### config.mk
export PLATFORM = sky130hd
export DESIGN_NAME = macrocell_line_parser_top
export DESIGN_NICKNAME = d
export VERILOG_FILES = /design/src/mlp_pkg.sv /design/src/mlp_front.sv /design/src/mlp_queue.sv /design/src/macrocell_line_parser_top.sv
export SDC_FILE = /design/constraint.sdc
export NUM_CORES = 2
export LEC_CHECK = 0
export ABC_CLOCK_PERIOD_IN_PS = 64500
export CORE_MARGIN = 1
export CORE_UTILIZATION = 50
export DETAILED_ROUTE_END_ITERATION = 10
export DONT_BUFFER_PORTS = 1
export PLACE_DENSITY = 0.67
export REMOVE_ABC_BUFFERS = 1
export SYNTH_ARGS = -nofsm -noshare
export SYNTH_HDL_FRONTEND = slang
export SYNTH_SLANG_ARGS = --single-unit
### constraint.sdc
create_clock -name i_clk -period 64.5 [get_ports i_clk]
set_input_delay 9.675 -clock i_clk [delete_from_list [all_inputs] [get_ports i_clk]]
set_output_delay 9.675 -clock i_clk [all_outputs]
set_load 0.02 [all_outputs]
### src/mlp_pkg.sv
// ----------------------------------------------------------------------------
// Macrocell line parser package
// Shared types and constants for the front classifier and the result queue.
// ----------------------------------------------------------------------------
package mlp_pkg;

    localparam int GRID_SIZE   = 8;
    localparam int NUMBER_BITS = 32;
    localparam int NUM_TOKENS  = 5;
    localparam int GRID_CELLS  = GRID_SIZE * GRID_SIZE;
    localparam int POS_W       = $clog2(GRID_SIZE + 1);
    localparam int TOK_W       = $clog2(NUM_TOKENS + 1);
    localparam int QUEUE_DEPTH = 4;
    localparam int QPTR_W      = $clog2(QUEUE_DEPTH);

    localparam logic [7:0] CH_DOLLAR = 8'h24;
    localparam logic [7:0] CH_DOT    = 8'h2E;
    localparam logic [7:0] CH_STAR   = 8'h2A;
    localparam logic [7:0] CH_HASH   = 8'h23;
    localparam logic [7:0] CH_BRACK  = 8'h5B;
    localparam logic [7:0] CH_ZERO   = 8'h30;
    localparam logic [7:0] CH_NINE   = 8'h39;
    localparam logic [7:0] CH_SPACE  = 8'h20;
    localparam logic [7:0] CH_TAB    = 8'h09;
    localparam logic [7:0] CH_LF     = 8'h0A;
    localparam logic [7:0] CH_VT     = 8'h0B;
    localparam logic [7:0] CH_FF     = 8'h0C;
    localparam logic [7:0] CH_CR     = 8'h0D;

    localparam logic CMD_BYTE = 1'b0;
    localparam logic CMD_END  = 1'b1;

    localparam logic [2:0] KIND_DONE         = 3'd0;
    localparam logic [2:0] KIND_CELLS        = 3'd1;
    localparam logic [2:0] KIND_NODE         = 3'd2;
    localparam logic [2:0] KIND_UNRECOGNIZED = 3'd3;
    localparam logic [2:0] KIND_MALFORMED    = 3'd4;

    // One result item as it travels through the queue
    typedef struct packed {
        logic [2:0]             kind;
        logic [GRID_CELLS-1:0]  cells;
        logic [NUMBER_BITS-1:0] level;
        logic [NUMBER_BITS-1:0] nw;
        logic [NUMBER_BITS-1:0] ne;
        logic [NUMBER_BITS-1:0] sw;
        logic [NUMBER_BITS-1:0] se;
        logic                   last;
    } t_result;

    // Push request from the front: up to two results per byte
    typedef struct packed {
        logic push0;
        logic push1;
    } t_push;

endpackage

### src/mlp_front.sv
// ----------------------------------------------------------------------------
// Macrocell line parser front
// Accepts bytes, classifies lines and builds the results of finished lines.
// ----------------------------------------------------------------------------
module mlp_front (
    input  logic                    i_clk,
    input  logic                    i_rst_n,
    input  logic                    i_fire,
    input  logic                    i_cmd,
    input  logic [7:0]              i_char_byte,
    output mlp_pkg::t_push          o_push,
    output mlp_pkg::t_result        o_res0,
    output mlp_pkg::t_result        o_res1
);

    typedef enum logic [2:0] {
        MODE_START, MODE_SKIP, MODE_WSPEND, MODE_CELLS, MODE_NODE, MODE_BAD
    } t_mode;

    localparam logic [mlp_pkg::NUMBER_BITS-1:0] NUM_MAX = '1;
    localparam logic [mlp_pkg::NUMBER_BITS-1:0] NUM_LIM = NUM_MAX / 10;
    localparam logic [3:0] NUM_LIM_DIG = 4'(NUM_MAX % 10);

    t_mode r_mode, n_mode;
    logic [mlp_pkg::POS_W-1:0] r_col, n_col, r_row, n_row;
    logic [mlp_pkg::GRID_CELLS-1:0] r_bits, n_bits;
    logic r_ended, n_ended;
    logic [mlp_pkg::TOK_W-1:0] r_tok, n_tok;
    logic [mlp_pkg::NUMBER_BITS-1:0] r_num [mlp_pkg::NUM_TOKENS];
    logic [mlp_pkg::NUMBER_BITS-1:0] n_num [mlp_pkg::NUM_TOKENS];
    logic r_hasd, n_hasd, r_closed, n_closed, r_err, n_err, r_nonblank, n_nonblank;

    logic is_space, is_digit, finish, node_ok;
    logic [3:0] dig;
    logic [mlp_pkg::NUMBER_BITS-1:0] cur;
    t_mode mode_eff;
    mlp_pkg::t_result line_res;
    logic line_has;

    assign is_space = (i_char_byte == mlp_pkg::CH_SPACE) || (i_char_byte == mlp_pkg::CH_TAB)
                   || (i_char_byte == mlp_pkg::CH_LF) || (i_char_byte == mlp_pkg::CH_VT)
                   || (i_char_byte == mlp_pkg::CH_FF) || (i_char_byte == mlp_pkg::CH_CR);
    assign is_digit = (i_char_byte >= mlp_pkg::CH_ZERO) && (i_char_byte <= mlp_pkg::CH_NINE);
    assign dig      = 4'(i_char_byte - mlp_pkg::CH_ZERO);
    assign cur      = (r_tok < mlp_pkg::TOK_W'(mlp_pkg::NUM_TOKENS))
                    ? r_num[r_tok[mlp_pkg::TOK_W-1:0]] : '0;

    // Build the result of the pending line
    assign node_ok = !r_err && ((r_tok >= mlp_pkg::TOK_W'(mlp_pkg::NUM_TOKENS)) ||
                     (r_tok == mlp_pkg::TOK_W'(mlp_pkg::NUM_TOKENS - 1) && r_hasd));
    always_comb begin
        line_res = '0;
        line_has = 1'b0;
        case (r_mode)
            MODE_CELLS: begin
                line_has = 1'b1;
                line_res.kind = mlp_pkg::KIND_CELLS;
                line_res.cells = r_bits;
            end
            MODE_NODE: begin
                line_has = 1'b1;
                if (node_ok) begin
                    line_res.kind = mlp_pkg::KIND_NODE;
                    line_res.level = r_num[0];
                    line_res.nw = r_num[1];
                    line_res.ne = r_num[2];
                    line_res.sw = r_num[3];
                    line_res.se = r_num[4];
                end else begin
                    line_res.kind = mlp_pkg::KIND_MALFORMED;
                end
            end
            MODE_BAD: begin
                line_has = 1'b1;
                line_res.kind = mlp_pkg::KIND_UNRECOGNIZED;
            end
            default: line_has = 1'b0;
        endcase
    end

    // Next-state logic for one accepted byte
    always_comb begin
        n_mode = r_mode; n_col = r_col; n_row = r_row; n_bits = r_bits;
        n_ended = r_ended; n_tok = r_tok; n_hasd = r_hasd; n_closed = r_closed;
        n_err = r_err; n_nonblank = r_nonblank;
        for (int i = 0; i < mlp_pkg::NUM_TOKENS; i++) n_num[i] = r_num[i];
        finish = 1'b0;
        mode_eff = r_mode;
        o_push = '0;
        o_res0 = line_res;
        o_res1 = '0;
        o_res1.kind = mlp_pkg::KIND_DONE;
        o_res1.last = 1'b1;
        if (i_cmd == mlp_pkg::CMD_END) begin
            finish = 1'b1;
            if (r_nonblank && line_has) begin
                o_push.push0 = 1'b1;
                o_push.push1 = 1'b1;
            end else begin
                o_push.push0 = 1'b1;
                o_res0 = o_res1;
            end
        end else if (i_char_byte == mlp_pkg::CH_LF) begin
            finish = 1'b1;
            o_push.push0 = line_has;
            o_res0.last = 1'b1;
        end else begin
            if (r_mode == MODE_START) begin
                n_nonblank = 1'b1;
                if (i_char_byte == mlp_pkg::CH_HASH || i_char_byte == mlp_pkg::CH_BRACK)
                    mode_eff = MODE_SKIP;
                else if (i_char_byte == mlp_pkg::CH_DOLLAR || i_char_byte == mlp_pkg::CH_DOT
                         || i_char_byte == mlp_pkg::CH_STAR)
                    mode_eff = MODE_CELLS;
                else if (is_digit)
                    mode_eff = MODE_NODE;
                else if (is_space)
                    mode_eff = MODE_WSPEND;
                else
                    mode_eff = MODE_BAD;
                n_mode = mode_eff;
            end else if (r_mode == MODE_WSPEND) begin
                if (!is_space) n_mode = MODE_BAD;
                mode_eff = MODE_SKIP;
            end
            // Cell run decode
            if (mode_eff == MODE_CELLS && !r_ended) begin
                if (i_char_byte == mlp_pkg::CH_DOT) begin
                    if (r_col < mlp_pkg::POS_W'(mlp_pkg::GRID_SIZE)) n_col = r_col + 1'b1;
                end else if (i_char_byte == mlp_pkg::CH_STAR) begin
                    if (r_col < mlp_pkg::POS_W'(mlp_pkg::GRID_SIZE)) begin
                        n_col = r_col + 1'b1;
                        if (r_row < mlp_pkg::POS_W'(mlp_pkg::GRID_SIZE))
                            n_bits[$clog2(mlp_pkg::GRID_CELLS)'(r_row) *
                                   $clog2(mlp_pkg::GRID_CELLS)'(mlp_pkg::GRID_SIZE) +
                                   $clog2(mlp_pkg::GRID_CELLS)'(r_col)] = 1'b1;
                    end
                end else if (i_char_byte == mlp_pkg::CH_DOLLAR) begin
                    if (r_row < mlp_pkg::POS_W'(mlp_pkg::GRID_SIZE)) n_row = r_row + 1'b1;
                    n_col = '0;
                end else begin
                    n_ended = 1'b1;
                end
            end
            // Node token decode
            if (mode_eff == MODE_NODE) begin
                if (i_char_byte == mlp_pkg::CH_SPACE) begin
                    if (r_tok < mlp_pkg::TOK_W'(mlp_pkg::NUM_TOKENS)) begin
                        if (!r_hasd) n_err = 1'b1;
                        n_tok = r_tok + 1'b1;
                    end
                    n_hasd = 1'b0;
                    n_closed = 1'b0;
                end else if (r_tok < mlp_pkg::TOK_W'(mlp_pkg::NUM_TOKENS)) begin
                    if (is_digit) begin
                        if (r_closed || cur > NUM_LIM || (cur == NUM_LIM && dig > NUM_LIM_DIG))
                            n_err = 1'b1;
                        else
                            n_num[r_tok[mlp_pkg::TOK_W-1:0]] =
                                mlp_pkg::NUMBER_BITS'(cur * 10) +
                                mlp_pkg::NUMBER_BITS'(dig);
                        n_hasd = 1'b1;
                    end else if (is_space) begin
                        if (r_hasd) n_closed = 1'b1;
                    end else begin
                        n_err = 1'b1;
                    end
                end
            end
        end
        // Return to start of line
        if (finish) begin
            n_mode = MODE_START; n_col = '0; n_row = '0; n_bits = '0; n_ended = 1'b0;
            n_tok = '0; n_hasd = 1'b0; n_closed = 1'b0; n_err = 1'b0; n_nonblank = 1'b0;
            for (int i = 0; i < mlp_pkg::NUM_TOKENS; i++) n_num[i] = '0;
        end
        if (!i_fire) o_push = '0;
    end

    // Hold line state
    always_ff @(posedge i_clk) begin
        if (!i_rst_n) begin
            r_mode <= MODE_START; r_col <= '0; r_row <= '0; r_bits <= '0; r_ended <= 1'b0;
            r_tok <= '0; r_hasd <= 1'b0; r_closed <= 1'b0; r_err <= 1'b0;
            r_nonblank <= 1'b0;
            for (int i = 0; i < mlp_pkg::NUM_TOKENS; i++) r_num[i] <= '0;
        end else if (i_fire) begin
            r_mode <= n_mode; r_col <= n_col; r_row <= n_row; r_bits <= n_bits;
            r_ended <= n_ended; r_tok <= n_tok; r_hasd <= n_hasd; r_closed <= n_closed;
            r_err <= n_err; r_nonblank <= n_nonblank;
            for (int i = 0; i < mlp_pkg::NUM_TOKENS; i++) r_num[i] <= n_num[i];
        end
    end

endmodule

### src/mlp_queue.sv
// ----------------------------------------------------------------------------
// Macrocell line parser result queue
// Takes up to two results a cycle and delivers one a cycle downstream while i_ready is high.
// ----------------------------------------------------------------------------
module mlp_queue (
    input  logic               i_clk,
    input  logic               i_rst_n,
    input  mlp_pkg::t_push     i_push,
    input  mlp_pkg::t_result   i_res0,
    input  mlp_pkg::t_result   i_res1,
    output logic               o_room,
    output logic               o_valid,
    input  logic               i_ready,
    output mlp_pkg::t_result   o_res
);

    mlp_pkg::t_result r_mem [mlp_pkg::QUEUE_DEPTH];
    logic [mlp_pkg::QPTR_W-1:0] r_wr, r_rd;
    logic [mlp_pkg::QPTR_W:0]   r_cnt, n_cnt;
    logic pop;
    logic [mlp_pkg::QPTR_W-1:0] wr1;

    assign o_valid = (r_cnt != '0);
    assign o_res   = r_mem[r_rd];
    assign pop     = o_valid && i_ready;
    // Room only while two results fit, so an accepted byte never overflows the queue
    assign o_room  = (r_cnt <= (mlp_pkg::QPTR_W+1)'(mlp_pkg::QUEUE_DEPTH - 2));
    assign wr1     = r_wr + 1'b1;
    assign n_cnt   = r_cnt + (mlp_pkg::QPTR_W+1)'(i_push.push0)
                   + (mlp_pkg::QPTR_W+1)'(i_push.push1) - (mlp_pkg::QPTR_W+1)'(pop);

    // Write entries
    always_ff @(posedge i_clk) begin
        if (i_push.push0) r_mem[r_wr] <= i_res0;
        if (i_push.push1) r_mem[wr1] <= i_res1;
    end

    // Advance pointers
    always_ff @(posedge i_clk) begin
        if (!i_rst_n) begin
            r_wr <= '0; r_rd <= '0; r_cnt <= '0;
        end else begin
            r_wr  <= r_wr + mlp_pkg::QPTR_W'(i_push.push0) + mlp_pkg::QPTR_W'(i_push.push1);
            r_rd  <= r_rd + mlp_pkg::QPTR_W'(pop);
            r_cnt <= n_cnt;
        end
    end

endmodule

### src/macrocell_line_parser_top.sv
// A result is written into the queue on the byte that ends its line.
// One byte per cycle while the queue has room for two results; results leave
// at one per cycle through a four-entry queue while the downstream is ready.
// Reset: synchronous, active low; the parser goes to start of line and the
// queue empties.
// ----------------------------------------------------------------------------
// Macrocell line parser top level
// Front classifier feeding a small result queue.
// ----------------------------------------------------------------------------
module macrocell_line_parser_top (
    input  logic        i_clk,
    input  logic        i_rst_n,
    input  logic        i_valid,
    output logic        o_ready,
    input  logic        i_cmd,
    input  logic [7:0]  i_char_byte,
    output logic        o_valid,
    input  logic        i_ready,
    output logic [2:0]  o_line_kind,
    output logic [63:0] o_cell_bits,
    output logic [31:0] o_node_level,
    output logic [31:0] o_north_west,
    output logic [31:0] o_north_east,
    output logic [31:0] o_south_west,
    output logic [31:0] o_south_east,
    output logic        o_last_of_run
);

    mlp_pkg::t_push   push;
    mlp_pkg::t_result res0, res1, q_res;
    logic room;

    assign o_ready = room;

    mlp_front u_front (
        .i_clk(i_clk), .i_rst_n(i_rst_n), .i_fire(i_valid && room),
        .i_cmd(i_cmd), .i_char_byte(i_char_byte),
        .o_push(push), .o_res0(res0), .o_res1(res1)
    );

    mlp_queue u_queue (
        .i_clk(i_clk), .i_rst_n(i_rst_n), .i_push(push), .i_res0(res0), .i_res1(res1),
        .o_room(room), .o_valid(o_valid), .i_ready(i_ready), .o_res(q_res)
    );

    // Drive result fields
    assign o_line_kind   = q_res.kind;
    assign o_cell_bits   = q_res.cells;
    assign o_node_level  = q_res.level;
    assign o_north_west  = q_res.nw;
    assign o_north_east  = q_res.ne;
    assign o_south_west  = q_res.sw;
    assign o_south_east  = q_res.se;
    assign o_last_of_run = q_res.last;

endmodule

# == After elaboration in Yosys (flattened, before gate mapping) ==
# Memory sizes are Yosys's and may differ from the RTL's. A register that Yosys moved wholly into a read port is not among the register bits.
# Cells that the tools add are included.
# classes
n_lt_le_gt_ge,13
bitwise_logic,7
n_mul,1
addsub,13
reduce_logical,51
muxes,128
eq_ne,29
# ops
cell,n
160-bit 2-to-1 mux,10
64-bit 2-to-1 mux,9
228-bit 2-to-1 mux,1
227-bit 2-to-1 mux,1
32-bit 2-to-1 mux,7
160-bit bitwise mux,1
32-bit demux with 3-bit select,1
3-bit 2-to-1 mux,23
4-bit 2-to-1 mux,16
64-bit OR,1
1-bit 2-to-1 mux,55
"8-bit by 4-bit equality test with 1-bit output, second input constant",5
"8-bit by 6-bit equality test with 1-bit output, second input constant",5
32-bit by 4-bit adder with 32-bit output,1
"32-bit by 29-bit equality test with 1-bit output, second input constant",1
"32-bit by 29-bit greater-than comparator with 1-bit output, second input constant",1
"32-bit by 3-bit multiplier with 31-bit output, second input constant",1
8-bit AND reduction,4
2-bit nonzero test,9
3-bit nonzero test,6
"3-bit equality test, second input constant",4
6-bit AND reduction,2
1-bit logical OR,11
1-bit logical AND,10
36 further kinds,57
# word_totals
reg_bits,90
input_bits,13
out_inout_bits,230
memories,2
ramBits,1072
elab_cells,257
# memory_table
name,depth,width,read_ports,rd_clocked_by_memory_dff,write_ports,line,text
u_queue.r_mem,4,228,1,1,2,mlp_queue.sv:17,mlp_pkg::t_result r_mem [mlp_pkg::QUEUE_DEPTH];
u_front.r_num,5,32,6,1,5,mlp_front.sv:29,logic [mlp_pkg::NUMBER_BITS-1:0] r_num [mlp_pkg::NUM_TOKENS];

# == Longest topological paths before layout ==
# depth
depth_word,20
ltp_mapped,22
mapped_depth_nobuf,16

# == Modules after synthesis ==
# Synthesis repeated with hierarchy kept, for this count alone.
# unflattened
cells_unflattened,4305
area_unflattened_um2,62212.2
# by_module_without_submodules
module,seq_area_each_um2,area_each_um2,cells_each,n_inst
mlp_queue,27526.4,43957.2,2246,1
mlp_front,6526.3,18248.8,2058,1
macrocell_line_parser_top,0.0,6.3,1,1

# == Worst setup path before layout ==
# OpenSTA, ideal clock, no wires.
# synth_path
path_kind,in2reg
from,in i_char_byte[2]
to,mem u_front.r_num[0][0] (netlist bit) (enable)
t_arrival_ns,26.758
setup_ns,1.112
setup_slack_ns,36.630
n_path_buf,2
required_time_ns,63.388
cell_stages,7
cell_sequence,buf_4 clkbuf_1 a211oi_1 nand4_1 nor4_1 a21oi_1 o41ai_1
# synth_rtl
item,line,text
start: declaration,macrocell_line_parser_top.sv:16,"input logic [7:0] i_char_byte,"
end: declaration,mlp_front.sv:29,

==> metrics.csv <==
stage,metric,value,unit
outcome,status,"finished, final reports clean",
critical_path,worst-path cell chain,buf_4 > buf_4 > buf_4 > mux4_2,
final_layout,NumNets Final,5772,
critical_path,Crit path top cell by count,buf_4,
cts,post-CTS sizing,0,
sta,min Tclk post-route,14.39,ns
critical_path,CP Launch Type,flip-flop,
grt,initial antenna violation count,1,
sta,hold_ws,0.451,ns
critical_path,crit path DAT,4.71,ns
cts,H-tree Lvls,3,
critical_path,kind of cell adding the most delay to the critical path,buffers and inverters,
cts,hold_buf cts,0,
logic_synthesis,yosys warns,0,
critical_path,CP max stage cell,dfxtp_4,
critical_path,WP data required,54.83,ns
logic_synthesis,"Distinct cells, synth",75,
critical_path,CP Class,flip-flop to output port,
logic_synthesis,synthesis-stage register bit count,1165,
hold_path,WHS Path Cells,2,
grt,GRT overflow,0,
floorplanning,Core Rows,118,
logic_synthesis,"EDFF count, synth",160,
sta,RSZ-0062 raised after global routing,false,
power,Leak,0.0204,uW
sta,post-route clock period utilization,22.3,%
route,Detailed Routing Iterations Pass 1,6,
critical_path,Crit. path cell count,4,
route,WL final,153,mm
cts,CTS tree,yes,
cts,Setup Buffers After CTS,0,
grt,total global-route track usage,28.3,%
power,VDD IR-drop max,0.0229,mV
grt,first-pass GRT wire length,238,mm
cts,CTS buffer count,121,
route,routed vias,42800,
sta,Max Fclk,69.5,MHz
critical_path,crit path to,o_north_east[29],
place,I/O Buffers,0,
place,routability cong.,0.934,
final_layout,layout cells sized above 1,9.93,%
final_layout,finished layout cell area,56800,um^2
grt,largest net degree at the start of global routing,257,
logic_synthesis,top_reg_cell synth,dfxtp_1,
sta,Worst slew margin,14.9,%
power,Pwr per Cell Area,32.4,nW/um^2
logic_synthesis,Mapped Area,52100,um^2
route,# DRC,0,
cts,root buffer cell,clkbuf_16,
hold_path,HP Start,u_queue.r_mem[3][199],
critical_path,Reg2Reg Capture Point,u_front.r_num[2][27],
sta,endpoints failing setup,0,
place,post-detail-place hpwl,89.3,mm
cts,clk slew on worst S/H paths,0.06,ns
final_layout,antenna fix cells,0,
floorplanning,Horiz. Die Dim,325,um
critical_path,Worst R2R Setup Slack,57.78,ns
route,Vias per Instance,5.96,
critical_path,Buf/Inv on CP,3,
route,average routed wire per standard cell,21.3,um
final_layout,"commonest non-fill, non-tap cell in the layout",nor2_1,
route,DR iter-0 viols,3876,
cts,clk sink count,1165,
floorplanning,core area,103000,um^2
critical_path,max incr delay on CP,0.90,ns
logic_synthesis,fraction of registers with async set/reset,0,%
final_layout,"leading cell types in the layout, fill and taps excluded","nor2_1, a21oi_1, dfxtp_1",
floorplanning,IO Count,243,
route,number of routed nets with antenna violations,0,
power,Final Power,1840,uW
sta,Pins Over Slew Limit,0,
sta,Clock Skew,0.0326,ns
critical_path,FF-to-FF path depth,16,
logic_synthesis,Mapped Avg Cell Area,8.69,um^2
grt,vias in the first global route,40300,
sta,Fin. Hold Viols,0,
logic_synthesis,cell count after synthesis,6002,
floorplanning,Initial Utilization,50.4,%
hold_path,Hold Path Class,flip-flop to flip-flop,
sta,Worst Max-Slew Pin Slew,1.27,ns
final_layout,Area Growth Syn to Fin,9.00,%
cts,Skew-Pair Late Insertion Delay,0.74,ns
cts,Max Buffers Root-to-Sink,3,
run,max cap viols,0,
floorplanning,Die ar.,106000,um^2
critical_path,CP Capture Type,output port,
critical_path,crit-path max FO,39,
logic_synthesis,sequential area share after synthesis,47.8,%
sta,setup tns final,0,ns
critical_path,Setup crit start,u_queue.r_rd[0],
place,Post-DP Area,52700,um^2
floorplanning,chip height,325,um
==> worst min path at each step <==
stage                            endpoint  slack (ns)
finish              u_queue.r_mem[3][199]        0.45
global route        u_queue.r_mem[2][208]        0.46
CTS                 u_queue.r_mem[3][199]        0.45
global placement    u_queue.r_mem[0][169]        0.44
detailed placement  u_queue.r_mem[3][199]        0.44
floorplan             u_queue.r_mem[1][0]        0.43
==> report_power, final <==
part	switching, uW	internal [uW]	total, uW	leakage [uW]
Combinational	224	113	337	0.00854
Clock	304	417	721	0.00207
Sequential	25.4	757	783	0.00979
==> registers in the layout, indices dropped and copies added (netlist names), 2 cells and up, named ones only <==
name,flops
u_front.r_mode,3
u_queue.r_rd,2
u_front.r_row,4
u_front.r_col,4
u_front.r_bits,64
u_front.r_tok,3
u_queue.r_cnt,3
u_front.r_num,160
u_queue.r_wr,2
u_queue.r_mem,912
==> layout make-up <==
| type | instances | area (um^2) |
|---|---|---|
| multi-input cells | 4319 | 25400 |
| clock buffers | 182 | 3650 |
| clock inverters | 49 | 524 |
| well taps | 1380 | 1730 |
| inverters | 23 | 86.3 |
| repair buffers | 64 | 543 |
| fillers | 9336 | 46700 |
| flip-flops and latches | 1165 | 24900 |
==> metrics by stage <==
step	instances	util [%]	setup slack, ns
after global placement	6951	50.9	50.02
after floorplan	5507	-	30.16
after CTS	7182	54.9	49.95
final	7182	54.9	50.11
after global routing	7182	54.9	49.69
after detailed placement	6951	50.9	49.98
==> cell usage after synthesis (4+ instances only) <==
cell / count / area, um^2
buf_1: 54 / 203
dfxtp_1: 1005 / 20100
nor2b_1: 12 / 75.1
fa_1: 4 / 80.1
a211o_1: 5 / 43.8
xor2_1: 30 / 263
nand3_1: 281 / 1410
nand2_1: 574 / 2150
o21a_1: 5 / 37.5
o211ai_1: 9 / 67.6
and3_1: 12 / 75.1
nor4_1: 6 / 37.5
o2111ai_1: 4 / 35.0
nand2b_1: 6 / 37.5
nor3_1: 39 / 195
and2_1: 15 / 93.8
a21boi_0: 4 / 30.0
mux2i_1: 32 / 320
or3_1: 15 / 93.8
o21ai_0: 71 / 355
ha_1: 61 / 763
mux4_2: 260 / 5860
clkbuf_1: 407 / 1530
nor2_1: 1543 / 5790
nand4_1: 10 / 62.6
inv_1: 23 / 86.3
edfxtp_1: 160 / 4800
a21o_1: 11 / 82.6
buf_2: 30 / 150
buf_4: 4 / 30.0
a31oi_1: 5 / 31.3
a211oi_1: 88 / 661
a21oi_1: 1108 / 5550
xnor2_1: 37 / 324
==> worst reg2reg max path, stage by stage (launching register included) <==
cell and delay [ns]:
dfxtp_2 0.70, buf_4 0.59, mux4_2 0.60, mux2i_1 0.39, nor2_1 0.17, ha_1 0.33, ha_1 0.38, o211ai_1 0.14
o21ai_0 0.49, xor2_1 0.39, nand4_1 0.18, nor4_1 0.50, and3_1 0.37, nand3_1 0.23, nand3b_1 0.25, xor2_1 0.56
a21oi_1 0.15
==> logic make-up after synthesis <==
kind of cell	after synthesis	share of synthesized area [%]
DFF	1165	47.8
and+or+nand+nor	2546	19.9
buffers and inverters	518	3.83
adders and majority gates	65	1.62
muxes	294	11.9
xor gates and xnor gates	67	1.13
AOI/OAI and AO/OA	1347	13.9
==> per-layer routing <==
metal	track usage, %	vias to the layer above	part of all wire (%)
met5	0	-	0
met4	8.89	0	2.9
met3	5.74	288	8.1
met2	46.6	1592	48
met1	37.3	20800	41
li1	-	20100	-
(Power assumes the default switching activity.)
